==> src/sv/slo_pkg.sv <==
// ----------------------------------------------------------------------------
// slo_pkg: shared types, constants and band tables
// Band edges, band reciprocals, sizes and the records passed between the
// front end, the band queue and the back end of the light organ.
// ----------------------------------------------------------------------------
package slo_pkg;

	// sizes
	localparam int BAND_COUNT = 28;
	localparam int BIN_COUNT  = 1024;
	localparam int LEVEL_MAX  = 255;
	localparam int DRIVE_BAND = 24;

	localparam int MAG_W   = 16;
	localparam int BIN_W   = 10;
	localparam int BAND_W  = 5;
	localparam int ACC_W   = 26;
	localparam int RECIP_W = 16;
	localparam int LEVEL_W = 9;
	localparam int DRV_W   = 8;
	localparam int REG_W   = 8;

	// level scaling: 433.5 = 867 / 2, squared
	localparam int SCALE_W  = 20;
	localparam logic [SCALE_W-1:0] SCALE_SQ = 20'd751689;
	localparam int PROD_W   = ACC_W + RECIP_W;      // 42
	localparam int HALF_W   = PROD_W / 2;           // 21
	localparam int PART_W   = HALF_W + SCALE_W;     // 41
	localparam int SUM_W    = PART_W + HALF_W;      // 62
	localparam int ROOT_SH  = 34;                   // 2 * 17
	localparam int RAD_W    = SUM_W - ROOT_SH;      // 28
	localparam int ROOT_W   = 9;
	localparam int ROOT_IW  = 4;
	localparam logic [ROOT_W-1:0] ROOT_CAP = ROOT_W'(LEVEL_MAX + 4);

	localparam logic [ACC_W-1:0] ACC_MAX = {ACC_W{1'b1}};

	// band queue
	localparam int Q_DEPTH = 4;
	localparam int Q_PTR_W = 2;
	localparam int Q_CNT_W = 3;

	// register map, index = byte address / 4
	typedef enum logic [1:0] {
		REG_COLOUR_THR = 2'd0,
		REG_LIGHT_THR  = 2'd1,
		REG_DECAY_STEP = 2'd2
	} slo_reg_t;

	// closed band handed from front to back
	typedef struct packed {
		logic [BAND_W-1:0] band;
		logic [ACC_W-1:0]  sum;
	} slo_band_t;

	// configuration seen by the back end
	typedef struct packed {
		logic [REG_W-1:0] colour_thr;
		logic [REG_W-1:0] light_thr;
		logic [REG_W-1:0] decay_step;
	} slo_cfg_t;

	// one result record
	typedef struct packed {
		logic [BAND_W-1:0]  band_index;
		logic [LEVEL_W-1:0] band_level;
		logic [DRV_W-1:0]   red_level;
		logic [DRV_W-1:0]   green_level;
		logic [DRV_W-1:0]   blue_level;
		logic               drive_update;
	} slo_result_t;

	// last bin of each band
	function automatic logic [BIN_W-1:0] band_last_bin(input logic [BAND_W-1:0] band);
		logic [BIN_W-1:0] v;
		case (band)
			5'd0:  v = 10'd1;
			5'd1:  v = 10'd2;
			5'd2:  v = 10'd3;
			5'd3:  v = 10'd4;
			5'd4:  v = 10'd5;
			5'd5:  v = 10'd6;
			5'd6:  v = 10'd7;
			5'd7:  v = 10'd8;
			5'd8:  v = 10'd9;
			5'd9:  v = 10'd10;
			5'd10: v = 10'd13;
			5'd11: v = 10'd16;
			5'd12: v = 10'd21;
			5'd13: v = 10'd28;
			5'd14: v = 10'd36;
			5'd15: v = 10'd47;
			5'd16: v = 10'd60;
			5'd17: v = 10'd78;
			5'd18: v = 10'd101;
			5'd19: v = 10'd131;
			5'd20: v = 10'd169;
			5'd21: v = 10'd219;
			5'd22: v = 10'd283;
			5'd23: v = 10'd366;
			5'd24: v = 10'd474;
			5'd25: v = 10'd612;
			5'd26: v = 10'd792;
			5'd27: v = 10'd1023;
			default: v = '0;
		endcase
		return v;
	endfunction

	// round(65536 / log10(10 + band width)), Q0.16
	function automatic logic [RECIP_W-1:0] band_recip(input logic [BAND_W-1:0] band);
		logic [RECIP_W-1:0] v;
		case (band)
			5'd0, 5'd1, 5'd2, 5'd3, 5'd4,
			5'd5, 5'd6, 5'd7, 5'd8, 5'd9: v = 16'd62931;
			5'd10, 5'd11: v = 16'd58832;
			5'd12: v = 16'd55724;
			5'd13: v = 16'd53262;
			5'd14: v = 16'd52209;
			5'd15: v = 16'd49565;
			5'd16: v = 16'd48127;
			5'd17: v = 16'd45286;
			5'd18: v = 16'd43158;
			5'd19: v = 16'd40907;
			5'd20: v = 16'd38981;
			5'd21: v = 16'd36856;
			5'd22: v = 16'd35060;
			5'd23: v = 16'd33293;
			5'd24: v = 16'd31631;
			5'd25: v = 16'd30197;
			5'd26: v = 16'd28760;
			5'd27: v = 16'd27513;
			default: v = '0;
		endcase
		return v;
	endfunction

endpackage

==> src/sv/slo_front.sv <==
// ----------------------------------------------------------------------------
// slo_front: bin intake and band accumulation
// Counts bins of a frame, sums them into the current band and hands each
// closed band with its sum to the band queue.
// ----------------------------------------------------------------------------
module slo_front import slo_pkg::*; (
	input  logic             clk,
	input  logic             arst_n,
	input  logic             in_valid,
	output logic             in_ready,
	input  logic [MAG_W-1:0] in_mag,
	input  logic             in_last,
	input  logic             q_full,
	output logic             push,
	output slo_band_t        push_data
);

	logic [BIN_W-1:0]  bin_q;
	logic [BAND_W-1:0] band_q;
	logic [ACC_W-1:0]  acc_q;

	logic [ACC_W:0]    acc_sum;
	logic [ACC_W-1:0]  acc_sat;
	logic              active;
	logic              close;
	logic              frame_end;
	logic              accept;

	// saturating add and band close detect
	always_comb begin
		acc_sum   = {1'b0, acc_q} + (ACC_W+1)'(in_mag);
		acc_sat   = acc_sum[ACC_W] ? ACC_MAX : acc_sum[ACC_W-1:0];
		active    = (bin_q != '0) && (band_q < BAND_W'(BAND_COUNT));
		close     = active && (bin_q == band_last_bin(band_q));
		frame_end = in_last || (bin_q == BIN_W'(BIN_COUNT - 1));
	end

	assign in_ready  = !q_full;
	assign accept    = in_valid && in_ready;
	assign push      = accept && close;
	assign push_data = '{band: band_q, sum: acc_sat};

	// counters and accumulator
	always_ff @(posedge clk or negedge arst_n) begin
		if (!arst_n) begin
			bin_q  <= '0;
			band_q <= '0;
			acc_q  <= '0;
		end else if (accept) begin
			if (frame_end) begin
				bin_q  <= '0;
				band_q <= '0;
				acc_q  <= '0;
			end else begin
				bin_q <= bin_q + 1'b1;
				if (close) begin
					acc_q  <= '0;
					band_q <= (band_q == BAND_W'(BAND_COUNT - 1)) ? '0 : band_q + 1'b1;
				end else if (active) begin
					acc_q <= acc_sat;
				end
			end
		end
	end

endmodule

==> src/sv/slo_queue.sv <==
// ----------------------------------------------------------------------------
// slo_queue: closed band queue
// Short FIFO of closed bands between the front end and the back end.
// ----------------------------------------------------------------------------
module slo_queue import slo_pkg::*; (
	input  logic      clk,
	input  logic      arst_n,
	input  logic      push,
	input  slo_band_t push_data,
	input  logic      pop,
	output slo_band_t head,
	output logic      empty,
	output logic      full
);

	slo_band_t          entry_q [Q_DEPTH];
	logic [Q_PTR_W-1:0] wr_ptr_q;
	logic [Q_PTR_W-1:0] rd_ptr_q;
	logic [Q_CNT_W-1:0] count_q;

	assign empty = (count_q == '0);
	assign full  = (count_q == Q_CNT_W'(Q_DEPTH));
	assign head  = entry_q[rd_ptr_q];

	// storage
	always_ff @(posedge clk) begin
		if (push) begin
			entry_q[wr_ptr_q] <= push_data;
		end
	end

	// pointers and fill count
	always_ff @(posedge clk or negedge arst_n) begin
		if (!arst_n) begin
			wr_ptr_q <= '0;
			rd_ptr_q <= '0;
			count_q  <= '0;
		end else begin
			if (push) begin
				wr_ptr_q <= wr_ptr_q + 1'b1;
			end
			if (pop) begin
				rd_ptr_q <= rd_ptr_q + 1'b1;
			end
			case ({push, pop})
				2'b10:   count_q <= count_q + 1'b1;
				2'b01:   count_q <= count_q - 1'b1;
				default: count_q <= count_q;
			endcase
		end
	end

endmodule

==> src/sv/slo_back.sv <==
// ----------------------------------------------------------------------------
// slo_back: band level and light drive
// Scales each closed band sum to a level with a split multiply and a
// bit-serial root, updates colour and light state and holds the result.
// ----------------------------------------------------------------------------
module slo_back import slo_pkg::*; (
	input  logic        clk,
	input  logic        arst_n,
	input  slo_cfg_t    cfg,
	input  logic        q_empty,
	input  slo_band_t   q_head,
	output logic        q_pop,
	output logic        out_valid,
	input  logic        out_ready,
	output slo_result_t out_data
);

	typedef enum logic [2:0] {
		ST_IDLE,
		ST_MUL,
		ST_SPLIT,
		ST_SUM,
		ST_ROOT,
		ST_DONE
	} state_t;

	typedef enum logic [1:0] {
		COLOUR_RED   = 2'd0,
		COLOUR_GREEN = 2'd1,
		COLOUR_BLUE  = 2'd2
	} colour_t;

	state_t             state_q;
	slo_band_t          item_q;
	logic [PROD_W-1:0]  prod_q;
	logic [PART_W-1:0]  hi_q;
	logic [PART_W-1:0]  lo_q;
	logic [RAD_W-1:0]   rad_q;
	logic [ROOT_W-1:0]  root_q;
	logic [ROOT_IW-1:0] bit_q;
	logic [1:0]         colour_q;
	logic [DRV_W-1:0]   light_q;
	logic               out_valid_q;
	slo_result_t        out_q;

	logic [SUM_W-1:0]     scaled;
	logic [ROOT_W-1:0]    cand;
	logic [2*ROOT_W-1:0]  cand_sq;
	logic [LEVEL_W-1:0]   level;
	logic                 over_colour;
	logic                 over_light;
	logic [DRV_W-1:0]     light_next;
	logic [1:0]           colour_next;
	logic                 is_drive;
	logic                 out_free;
	slo_result_t          res;

	// scaled product and one root trial
	always_comb begin
		scaled  = {hi_q, HALF_W'(0)} + {HALF_W'(0), lo_q};
		cand    = root_q | (ROOT_W'(1) << bit_q);
		cand_sq = cand * cand;
	end

	// level, colour and light for the finished band
	always_comb begin
		level       = (root_q > ROOT_CAP) ? LEVEL_W'(LEVEL_MAX) : LEVEL_W'(root_q - ROOT_W'(4));
		over_colour = $signed(level) > $signed({1'b0, cfg.colour_thr});
		over_light  = $signed(level) > $signed({1'b0, cfg.light_thr});
		is_drive    = (item_q.band == BAND_W'(DRIVE_BAND));

		colour_next = colour_q;
		if (item_q.band == '0 && over_colour) begin
			case (colour_q)
				COLOUR_RED:   colour_next = COLOUR_GREEN;
				COLOUR_GREEN: colour_next = COLOUR_BLUE;
				default:      colour_next = COLOUR_RED;
			endcase
		end

		light_next = light_q;
		if (is_drive) begin
			if (over_light) begin
				light_next = level[DRV_W-1:0];
			end else begin
				light_next = (light_q > cfg.decay_step) ? light_q - cfg.decay_step : '0;
			end
		end

		res              = '0;
		res.band_index   = item_q.band;
		res.band_level   = level;
		res.drive_update = is_drive;
		if (is_drive) begin
			case (colour_q)
				COLOUR_RED:   res.red_level   = light_next;
				COLOUR_GREEN: res.green_level = light_next;
				default:      res.blue_level  = light_next;
			endcase
		end
	end

	assign out_free  = !out_valid_q || out_ready;
	assign q_pop     = (state_q == ST_IDLE) && !q_empty;
	assign out_valid = out_valid_q;
	assign out_data  = out_q;

	// sequencer, datapath and output register
	always_ff @(posedge clk or negedge arst_n) begin
		if (!arst_n) begin
			state_q     <= ST_IDLE;
			colour_q    <= COLOUR_RED;
			light_q     <= '0;
			out_valid_q <= 1'b0;
			item_q      <= '0;
			prod_q      <= '0;
			hi_q        <= '0;
			lo_q        <= '0;
			rad_q       <= '0;
			root_q      <= '0;
			bit_q       <= '0;
			out_q       <= '0;
		end else begin
			if (state_q == ST_DONE && out_free) begin
				out_valid_q <= 1'b1;
			end else if (out_valid_q && out_ready) begin
				out_valid_q <= 1'b0;
			end
			case (state_q)
				ST_IDLE: begin
					if (!q_empty) begin
						item_q  <= q_head;
						state_q <= ST_MUL;
					end
				end
				ST_MUL: begin
					prod_q  <= item_q.sum * band_recip(item_q.band);
					state_q <= ST_SPLIT;
				end
				ST_SPLIT: begin
					hi_q    <= prod_q[PROD_W-1:HALF_W] * SCALE_SQ;
					lo_q    <= prod_q[HALF_W-1:0] * SCALE_SQ;
					state_q <= ST_SUM;
				end
				ST_SUM: begin
					rad_q   <= scaled[SUM_W-1:ROOT_SH];
					root_q  <= '0;
					bit_q   <= ROOT_IW'(ROOT_W - 1);
					state_q <= ST_ROOT;
				end
				ST_ROOT: begin
					if (RAD_W'(cand_sq) <= rad_q) begin
						root_q <= cand;
					end
					if (bit_q == '0) begin
						state_q <= ST_DONE;
					end else begin
						bit_q <= bit_q - 1'b1;
					end
				end
				ST_DONE: begin
					if (out_free) begin
						out_q    <= res;
						colour_q <= colour_next;
						light_q  <= light_next;
						state_q  <= ST_IDLE;
					end
				end
				default: state_q <= ST_IDLE;
			endcase
		end
	end

endmodule

==> src/sv/spectrum_band_light_organ.sv <==
// ----------------------------------------------------------------------------
// spectrum_band_light_organ: log band spectrum analyzer and light organ
// Sums FFT bins into 28 log-spaced bands, emits a scaled level per band and
// drives a red/green/blue light from band 0 and the drive band.
//
//   channel   dir  handshake               payload
//   s_*       in   s_tvalid / s_tready     s_tdata bin_magnitude, s_tlast last_bin
//   m_*       out  m_tvalid / m_tready     m_tdata band fields, m_tuser drive_update
//   APB       in   psel&penable&pwrite     paddr 4*index, pwdata, prdata
//
// The front end takes one bin per cycle while the band queue has room.
// Each closed band takes the back end through queue pop, multiply, split
// multiply, sum, nine root steps and output load, one band at a time, so a
// run of one-bin bands stalls the input once the four-entry queue has filled.
// Reset clears counters, colour (red), light level and the registers to
// their defaults; a stalled m_tready holds the result and the back end.
// ----------------------------------------------------------------------------
module spectrum_band_light_organ import slo_pkg::*; (
	input  logic        clk,
	input  logic        arst_n,
	// input stream
	input  logic        s_tvalid,
	output logic        s_tready,
	input  logic [15:0] s_tdata,   // [15:0] bin_magnitude
	input  logic        s_tlast,   // last_bin
	// result stream
	output logic        m_tvalid,
	input  logic        m_tready,
	output logic [39:0] m_tdata,   // [4:0] band_index, [13:5] band_level, [21:14] red_level,
	                               // [29:22] green_level, [37:30] blue_level, [39:38] zero
	output logic        m_tuser,   // drive_update
	// configuration
	input  logic        psel,
	input  logic        penable,
	input  logic        pwrite,
	input  logic [3:0]  paddr,
	input  logic [31:0] pwdata,
	output logic [31:0] prdata,
	output logic        pready
);

	slo_cfg_t    cfg_q;
	logic        q_full;
	logic        q_empty;
	logic        push;
	logic        pop;
	slo_band_t   push_data;
	slo_band_t   q_head;
	slo_result_t res;
	logic        wr_en;
	slo_reg_t    reg_idx;

	// configuration registers
	assign pready  = 1'b1;
	assign wr_en   = psel && penable && pwrite && pready;
	assign reg_idx = slo_reg_t'(paddr[3:2]);

	always_ff @(posedge clk or negedge arst_n) begin
		if (!arst_n) begin
			cfg_q.colour_thr <= REG_W'(50);
			cfg_q.light_thr  <= REG_W'(150);
			cfg_q.decay_step <= REG_W'(10);
		end else if (wr_en) begin
			case (reg_idx)
				REG_COLOUR_THR: cfg_q.colour_thr <= pwdata[REG_W-1:0];
				REG_LIGHT_THR:  cfg_q.light_thr  <= pwdata[REG_W-1:0];
				REG_DECAY_STEP: cfg_q.decay_step <= pwdata[REG_W-1:0];
				default: ;
			endcase
		end
	end

	// register readback
	always_comb begin
		case (reg_idx)
			REG_COLOUR_THR: prdata = 32'(cfg_q.colour_thr);
			REG_LIGHT_THR:  prdata = 32'(cfg_q.light_thr);
			REG_DECAY_STEP: prdata = 32'(cfg_q.decay_step);
			default:        prdata = '0;
		endcase
	end

	slo_front u_front (
		.clk       (clk),
		.arst_n    (arst_n),
		.in_valid  (s_tvalid),
		.in_ready  (s_tready),
		.in_mag    (s_tdata),
		.in_last   (s_tlast),
		.q_full    (q_full),
		.push      (push),
		.push_data (push_data)
	);

	slo_queue u_queue (
		.clk       (clk),
		.arst_n    (arst_n),
		.push      (push),
		.push_data (push_data),
		.pop       (pop),
		.head      (q_head),
		.empty     (q_empty),
		.full      (q_full)
	);

	slo_back u_back (
		.clk       (clk),
		.arst_n    (arst_n),
		.cfg       (cfg_q),
		.q_empty   (q_empty),
		.q_head    (q_head),
		.q_pop     (pop),
		.out_valid (m_tvalid),
		.out_ready (m_tready),
		.out_data  (res)
	);

	// result packing
	assign m_tdata = {2'b00, res.blue_level, res.green_level, res.red_level,
		res.band_level, res.band_index};
	assign m_tuser = res.drive_update;

	// drive results come only from the drive band
	a_drive_band: assert property (@(posedge clk) disable iff (!arst_n)
		m_tvalid && m_tuser |-> res.band_index == BAND_W'(DRIVE_BAND))
		else $error("drive update on a band other than the drive band");

	// colour levels are zero outside drive results
	a_no_colour: assert property (@(posedge clk) disable iff (!arst_n)
		m_tvalid && !m_tuser |-> m_tdata[37:14] == '0)
		else $error("colour level set on a non-drive result");

	// at most one colour lit
	a_one_colour: assert property (@(posedge clk) disable iff (!arst_n)
		m_tvalid |-> $countones({res.red_level != '0, res.green_level != '0,
			res.blue_level != '0}) <= 1)
		else $error("more than one colour lit");

	// level never below -4
	a_level_floor: assert property (@(posedge clk) disable iff (!arst_n)
		m_tvalid |-> $signed(res.band_level) >= $signed(LEVEL_W'(-4)))
		else $error("band level below floor");

endmodule

==> config.mk <==
export PLATFORM = sky130hd
export DESIGN_NAME = spectrum_band_light_organ
export DESIGN_NICKNAME = d
export VERILOG_FILES = /design/src/sv/slo_pkg.sv /design/src/sv/slo_front.sv /design/src/sv/slo_queue.sv /design/src/sv/slo_back.sv /design/src/sv/spectrum_band_light_organ.sv
export SDC_FILE = /design/constraint.sdc
export NUM_CORES = 2
export LEC_CHECK = 0
export ABC_AREA = 1
export CELL_PAD_IN_SITES_DETAIL_PLACEMENT = 1
export CELL_PAD_IN_SITES_GLOBAL_PLACEMENT = 2
export CORE_MARGIN = 10
export CORE_UTILIZATION = 41
export CTS_BUF_LIST = sky130_fd_sc_hd__clkbuf_4 sky130_fd_sc_hd__clkbuf_8 sky130_fd_sc_hd__clkbuf_16
export CTS_CLUSTER_DIAMETER = 60
export DETAILED_ROUTE_END_ITERATION = 12
export DONT_BUFFER_PORTS = 1
export PLACE_DENSITY_LB_ADDON = 0.1
export RECOVER_POWER = 100
export SLEW_MARGIN = 20
export SYNTH_ARGS = -nofsm -noshare
export SYNTH_HDL_FRONTEND = slang
export SYNTH_SLANG_ARGS = --single-unit
==> constraint.sdc <==
create_clock -name clk -period 6.95 [get_ports clk]
set_input_delay 0.695 -clock clk [delete_from_list [all_inputs] [get_ports clk]]
set_output_delay 0.695 -clock clk [all_outputs]
set_load 0.005 [all_outputs]
# == Word-level counts from Yosys, hierarchy flattened ==
# Memory sizes are Yosys's and may differ from the RTL's. A register that Yosys moved wholly into a read port is not among the register bits.
# Index checks and enable logic that the tools add are counted.
# totals
ff_bits,290
latch_bits,0
mem_bits_rw,124
rom_bits,832
in_bits,60
word_cells,144
mem_count,3
# op_classes
n_addsub,11
n_mul,4
n_div,0
order_cmp,6
n_eq_ne,20
shift,1
mux,32
bitwise,2
n_reduce_logical,40
# mem_list
memory,words,width,rd,rd_ports_with_merged_regs,write_ports,line_no,source
(name not given),32,16,1,0,0,slo_pkg.sv:113,case (band)
(name not given),32,10,1,0,0,slo_pkg.sv:76,case (band)
u_queue.entry_q,4,31,1,1,1,slo_queue.sv:16,slo_band_t entry_q [Q_DEPTH];
# ops
cell,n
26-bit 2-to-1 mux,4
"21-bit by 20-bit multiplier with 41-bit output, second input constant",2
62-bit by 41-bit adder with 62-bit output,1
8-bit 2-to-1 mux,6
26-bit by 16-bit multiplier with 42-bit output,1
18-bit by 28-bit less-or-equal comparator with 1-bit output,1
26-bit by 16-bit adder with 27-bit output,1
24-bit 2-to-1 mux,1
8-bit case mux with 3 select lines,1
9-bit > comparator,2
9-bit by 9-bit multiplier with 18-bit output,1
9-bit 2-to-1 mux,2
3-bit case mux with 6 select lines,1
9-bit case mux with 2 select lines,1
2-bit AND reduction,9
16-bit 2-to-1 mux,1
5-bit 2-to-1 mux,3
"10-bit by 1-bit adder with 10-bit output, second input constant",1
10-bit == test,1
"10-bit == test, second input constant",1
"5-bit == test, second input constant",2
1-bit logical AND,10
10-bit 2-to-1 mux,1
10-bit nonzero test,1
36 further kinds,61

# == Logic depth before layout (Yosys ltp) ==
# logic_depth
word_depth,7
ltp_mapped,35
ltp_nobuf,34

# == Modules after synthesis ==
# A second synthesis with hierarchy kept.
# hier_totals
cells_unflattened,7222
hier_area_um2,55141.6
# by_module_without_submodules
module,instances,cells_per_inst,area_each_um2,seq_area_each_um2
slo_back,1,6020,44387.6,5705.5
slo_queue,1,410,5482.8,3898.7
slo_front,1,617,3937.5,1026.0
spectrum_band_light_organ,1,175,1333.8,611.8

# == Least setup slack after synthesis ==
# No wires, ideal clock.
# synth_path
path_type,flip-flop to flip-flop
start,register u_back.item_q[27] (netlist name)
end,register u_back.prod_q[28]
setup_time_ns,0.118
arrival_time_ns,6.182
required_ns,6.832
path_slack_ns,0.650
stages_incl_launch_ff,30
synth_period_minus_slack_ns,6.300
path_cell_list,dfrtp_1 -> inv_1 -> ha_1 -> nor2_1 -> nor2_1 -> o21ai_0 -> nand2_1 -> inv_1 -> clkbuf_1 -> nand2_1 -> fa_1 -> inv_1 -> fa_1 -> inv_1 -> fa_1 -> inv_1 -> fa_1 -> fa_1 -> inv_1 -> fa_1 -> inv_1 -> ha_1 -> nand2_1 -> o21ai_0 -> a21oi_1 -> or2_2 -> nand3_1 -> nand2_1 -> nand3_1 -> nand2_1
# synth_between
elab_chain_len,3
# synth_lines
element,line_no,source
from (decl),slo_back.sv:34,slo_band_t item_q;
from (signal assigned),slo_back.sv:132,item_q <= q_head;
memory 32 x 16 bit,--,
16-bit 2-to-1 mux,slo_back.sv:129,case (state_q)
26-bit by 16-bit multiplier with 42-bit output,slo_back.sv:137,prod_q <= item_q.sum * band_recip(item_q.band);
to (signal assigned),slo_back.sv:137,
to (decl),slo_back.sv:35,logic [PROD_W-1:0] prod_q;
# No other way between the ends. The select of a mux whose other input is x is not followed.
# A chain may end at the register's enable or synchronous reset.

# == Worst setup path after layout ==
# layout_path
start,register u_back.item_q[26] (netlist name)
end,register u_back.prod_q[20]
# The elaborated chain is that of the path after synthesis.

==> summary.md <==
| Metric | Value |
|---|---|
| Status | `finished with violations` |
| Failing checks | `hold timing, capacitance limit, slew limit` |
| Most frequent cells in the layout | `nand2_1, inv_1, fa_1` |
| Worst-margin pin slew | `2910 ps` |
| HPWL after DPL | `144,000 um` |
| FP Rows | `131` |
| Buffers on Ports | `0` |
| Area of the multi-input gates | `0.0364 sq mm` |
| Post-Synth XOR/XNOR Area | `1.27%` |
| Max-cap violation count | `8` |
| CTS Root Cell | `clkbuf_16` |
| Register clock-pin slew on the reported worst setup and hold paths | `60 ps` |
| Fin util | `45.8%` |
| Initial antenna violation count | `10` |
| Share of post-route cells with drive strength above 1 | `6.88%` |
| Antenna-violating nets left | `0` |
| Post-Synthesis Cells | `6,661` |
| FFs w/ async S/R, synth | `70.8%` |
| Min Tclk post-route | `6760 ps` |
| Number of synthesized flops with an enable pin | `124` |
| Crit path DAT | `7300 ps` |
| Filler cells | `15,561` |
| Mux cell area share after synthesis | `0%` |
| First-pass iteration count of the detailed router | `5` |
| Via Count | `44,473` |
| Post-route DRC | `0` |
| Starting density of the core | `41.4%` |
| HP Class | `input pin to asynchronous set/reset pin` |
| DIE AREA | `0.144 sq mm` |
| Yosys Warn Count | `0` |
| Drt wl/cell | `20.5 um` |
| R2r startpoint | `u_back.item_q[26]` |
| GRT overflow | `0` |
| RSZ-0062 raised after global routing | `yes` |
| Final hold slack | `-275 ps` |
| Largest net degree at the start of global routing | `301` |
| H-tree levels | `2` |
| Synth Area in Adders | `37.8%` |
| Compound-Gate Fraction of Synth Area | `7.11%` |
| Final Wtd Congestion | `0.929` |
| GRT Total Usage | `24.1%` |
| Post-synth top flop | `dfrtp_1` |
| Worst Setup SP | `u_back.item_q[26]` |
| Cts bufs inserted | `61` |
| CP required | `7490 ps` |
| Fin crit share | `97.3%` |
| Seq/Total Area, Yosys | `21.3%` |
| Final setup vio count | `0` |
| Vias per cell | `5.23` |
| Synthesis-stage register bit count | `424` |
| Slowest stage delay, CP | `540 ps` |
| Library cells used by synthesis | `55` |
| Iter 0 DRT Violations | `2,417` |
| Slew Limit Headroom | `-94.1%` |
| Total area of sequential cells | `0.0112 sq mm` |
| Kind of end point of the critical path | `flop` |
| Startpoint Class | `flop` |
| DRT Wirelength | `174,000 um` |
| Worst Path Max Fanout | `22` |
| Critical path class | `flop to flop` |
| Nets | `8,056` |
| Crit-path slowest cell | `fa_1` |
| Core ar. | `0.128 sq mm` |
| Fmax | `0.148 GHz` |
| Io pins | `136` |
| Number of global-route vias before repair | `46,667` |
| Synth Cell Area | `0.0529 sq mm` |
| Clk_skew | `18.2 ps` |
| Commonest non-fill, non-tap cell in the layout | `nand2_1` |
| Area grow syn2layout | `10.6%` |
| Largest family of logic cells by synthesized area | `adder cells` |
| Clock Sink Count | `424` |
| CP top delay family | `adder cells` |
| Synth Area in Simple Gates | `21.6%` |
| TritonCTS clock tree | `yes` |
| Die height | `379 um` |
| Final Hold Viols | `291` |
| Die W | `379 um` |
| Final Max Slew Viols | `352` |
| Synth Area per Inst | `7.94 sq um` |
| Buffers and inverters on the worst path | `11` |
| Clock buffer depth | `3` |
| Clk_lat worst skew | `680 ps` |
| Worst path most repeated cell | `fa_1` |
| Global-route wire length before repair | `270,000 um` |
-- cell usage after synthesis, types with 7 or more instances --
library cell	n	area, sq um
edfxtp_1	124	3720
clkbuf_1	104	390
a21boi_0	9	67.6
nand3_2	7	70.1
nor4_1	14	87.6
a21oi_1	230	1150
buf_1	12	45.0
clkinv_1	7	26.3
dfrtp_1	291	7280
nor2_1	637	2390
o21bai_1	25	188
buf_2	20	100
ha_1	582	7280
o211ai_1	7	52.6
o31ai_1	10	75.1
nand3b_1	30	225
nor3_1	50	250
o221ai_1	9	78.8
a21o_1	11	82.6
buf_4	29	218
o21ai_0	300	1500
xor2_1	35	307
xnor2_1	42	368
buf_6	8	90.1
or2_2	28	175
nand3_1	354	1770
nand2_1	1569	5890
inv_1	1295	4860
inv_2	12	45.0
nand4_1	66	413
o32ai_1	32	280
dfstp_2	9	236
o21a_1	8	60.1
fa_1	634	12700
a31oi_1	17	106
-- flip-flops by register name (all words and copies together), names as in the netlist, 3 cells and up --
name and flops:
u_back.out_data 39, u_back.bit_q 4, u_front.band_q 5, u_back.rad_q 28
u_back.prod_q 42, u_back.root_q 9, u_back.hi_q 41, u_front.bin_q 10
u_queue.count_q 3, u_back.item_q 31, u_back.light_q 8, cfg_q 24
u_back.state_q 3, u_front.acc_q 26, u_queue.entry_q 124, u_back.lo_q 20
-- worst reg2reg max path: cells and delay by family (launching register included) --
kind,cells,cell delay (ps)
fa+ha+maj,8,3540
flops,1,350
compound gates,4,720
simple gates,7,780
buf+inv,11,1270
-- routing by layer --
layer	routed length [um]	vias to the layer above	GRT usage [%]
met5	160	-	0
li1	-	20986	-
met2	77600	894	37.7
met4	4010	14	5.28
met1	81300	22371	34.4
met3	11300	208	4.60
-- metrics by stage --
stage	TNS (ps)	hold slack [ps]	instance area (sq um)	setup WS (ps)	instances
global route	-3380	-311	58500	-166	8495
floorplan	0	399	53000	650	6686
detailed placement	-131	423	55900	-93.0	8368
global placement	-68.6	423	55900	-51.7	8368
CTS	0	-312	58000	1.02	8484
finish	0	-275	58500	185	8496
-- kinds of logic (layout without fill, tap and decap cells) --
group                    Yosys count  in the layout
AND/OR/NAND/NOR                 2778           2778
adder cells (fa/ha/maj)         1216           1216
AO/OA/AOI/OAI                    674            674
buffers and inverters           1490           1637
other                              2             28
XOR/XNOR                          77             77
flip-flops                       424            424
-- worst paths after layout --
path                                     endpoint  cells after the start  slack (ps)
worst min-delay path             u_back.root_q[0]                      0        -270
worst max register to register  u_back.prod_q[20]                     30         190
max in group asynchronous        u_back.item_q[9]                      0        6650
worst max-delay path            u_back.prod_q[20]                     30         190
min in group clk                         cfg_q[3]                      2         210
worst min register to register   u_back.rad_q[17]                      2         480
-- what timing repair did --
| action | 4_1_cts | 5_1_grt |
|---|---|---|
| gates resized for setup | 8 | 129 |
| buffers inserted | 0 | 6 |
| pin swaps | 0 | 21 |
| endpoints found under the hold margin | 300 | 300 |
| cloned | 0 | 5 |
| setup endpoints to repair | 11 | 38 |
-- final cells by class --
cell class / instances / share of cell area, %
inverter: 1317 / 8.47
timing repair buffer: 204 / 2.92
tap: 1662 / 3.55
clock inverter: 42 / 0.849
multi-input combinational: 4772 / 62.1
clock buffer: 74 / 2.84
antenna: 1 / 0.00428
sequential: 424 / 19.2
Power is left out: the tool's default activity adds up to more than one toggle a clock period on the data nets, which glitch-free logic cannot reach.
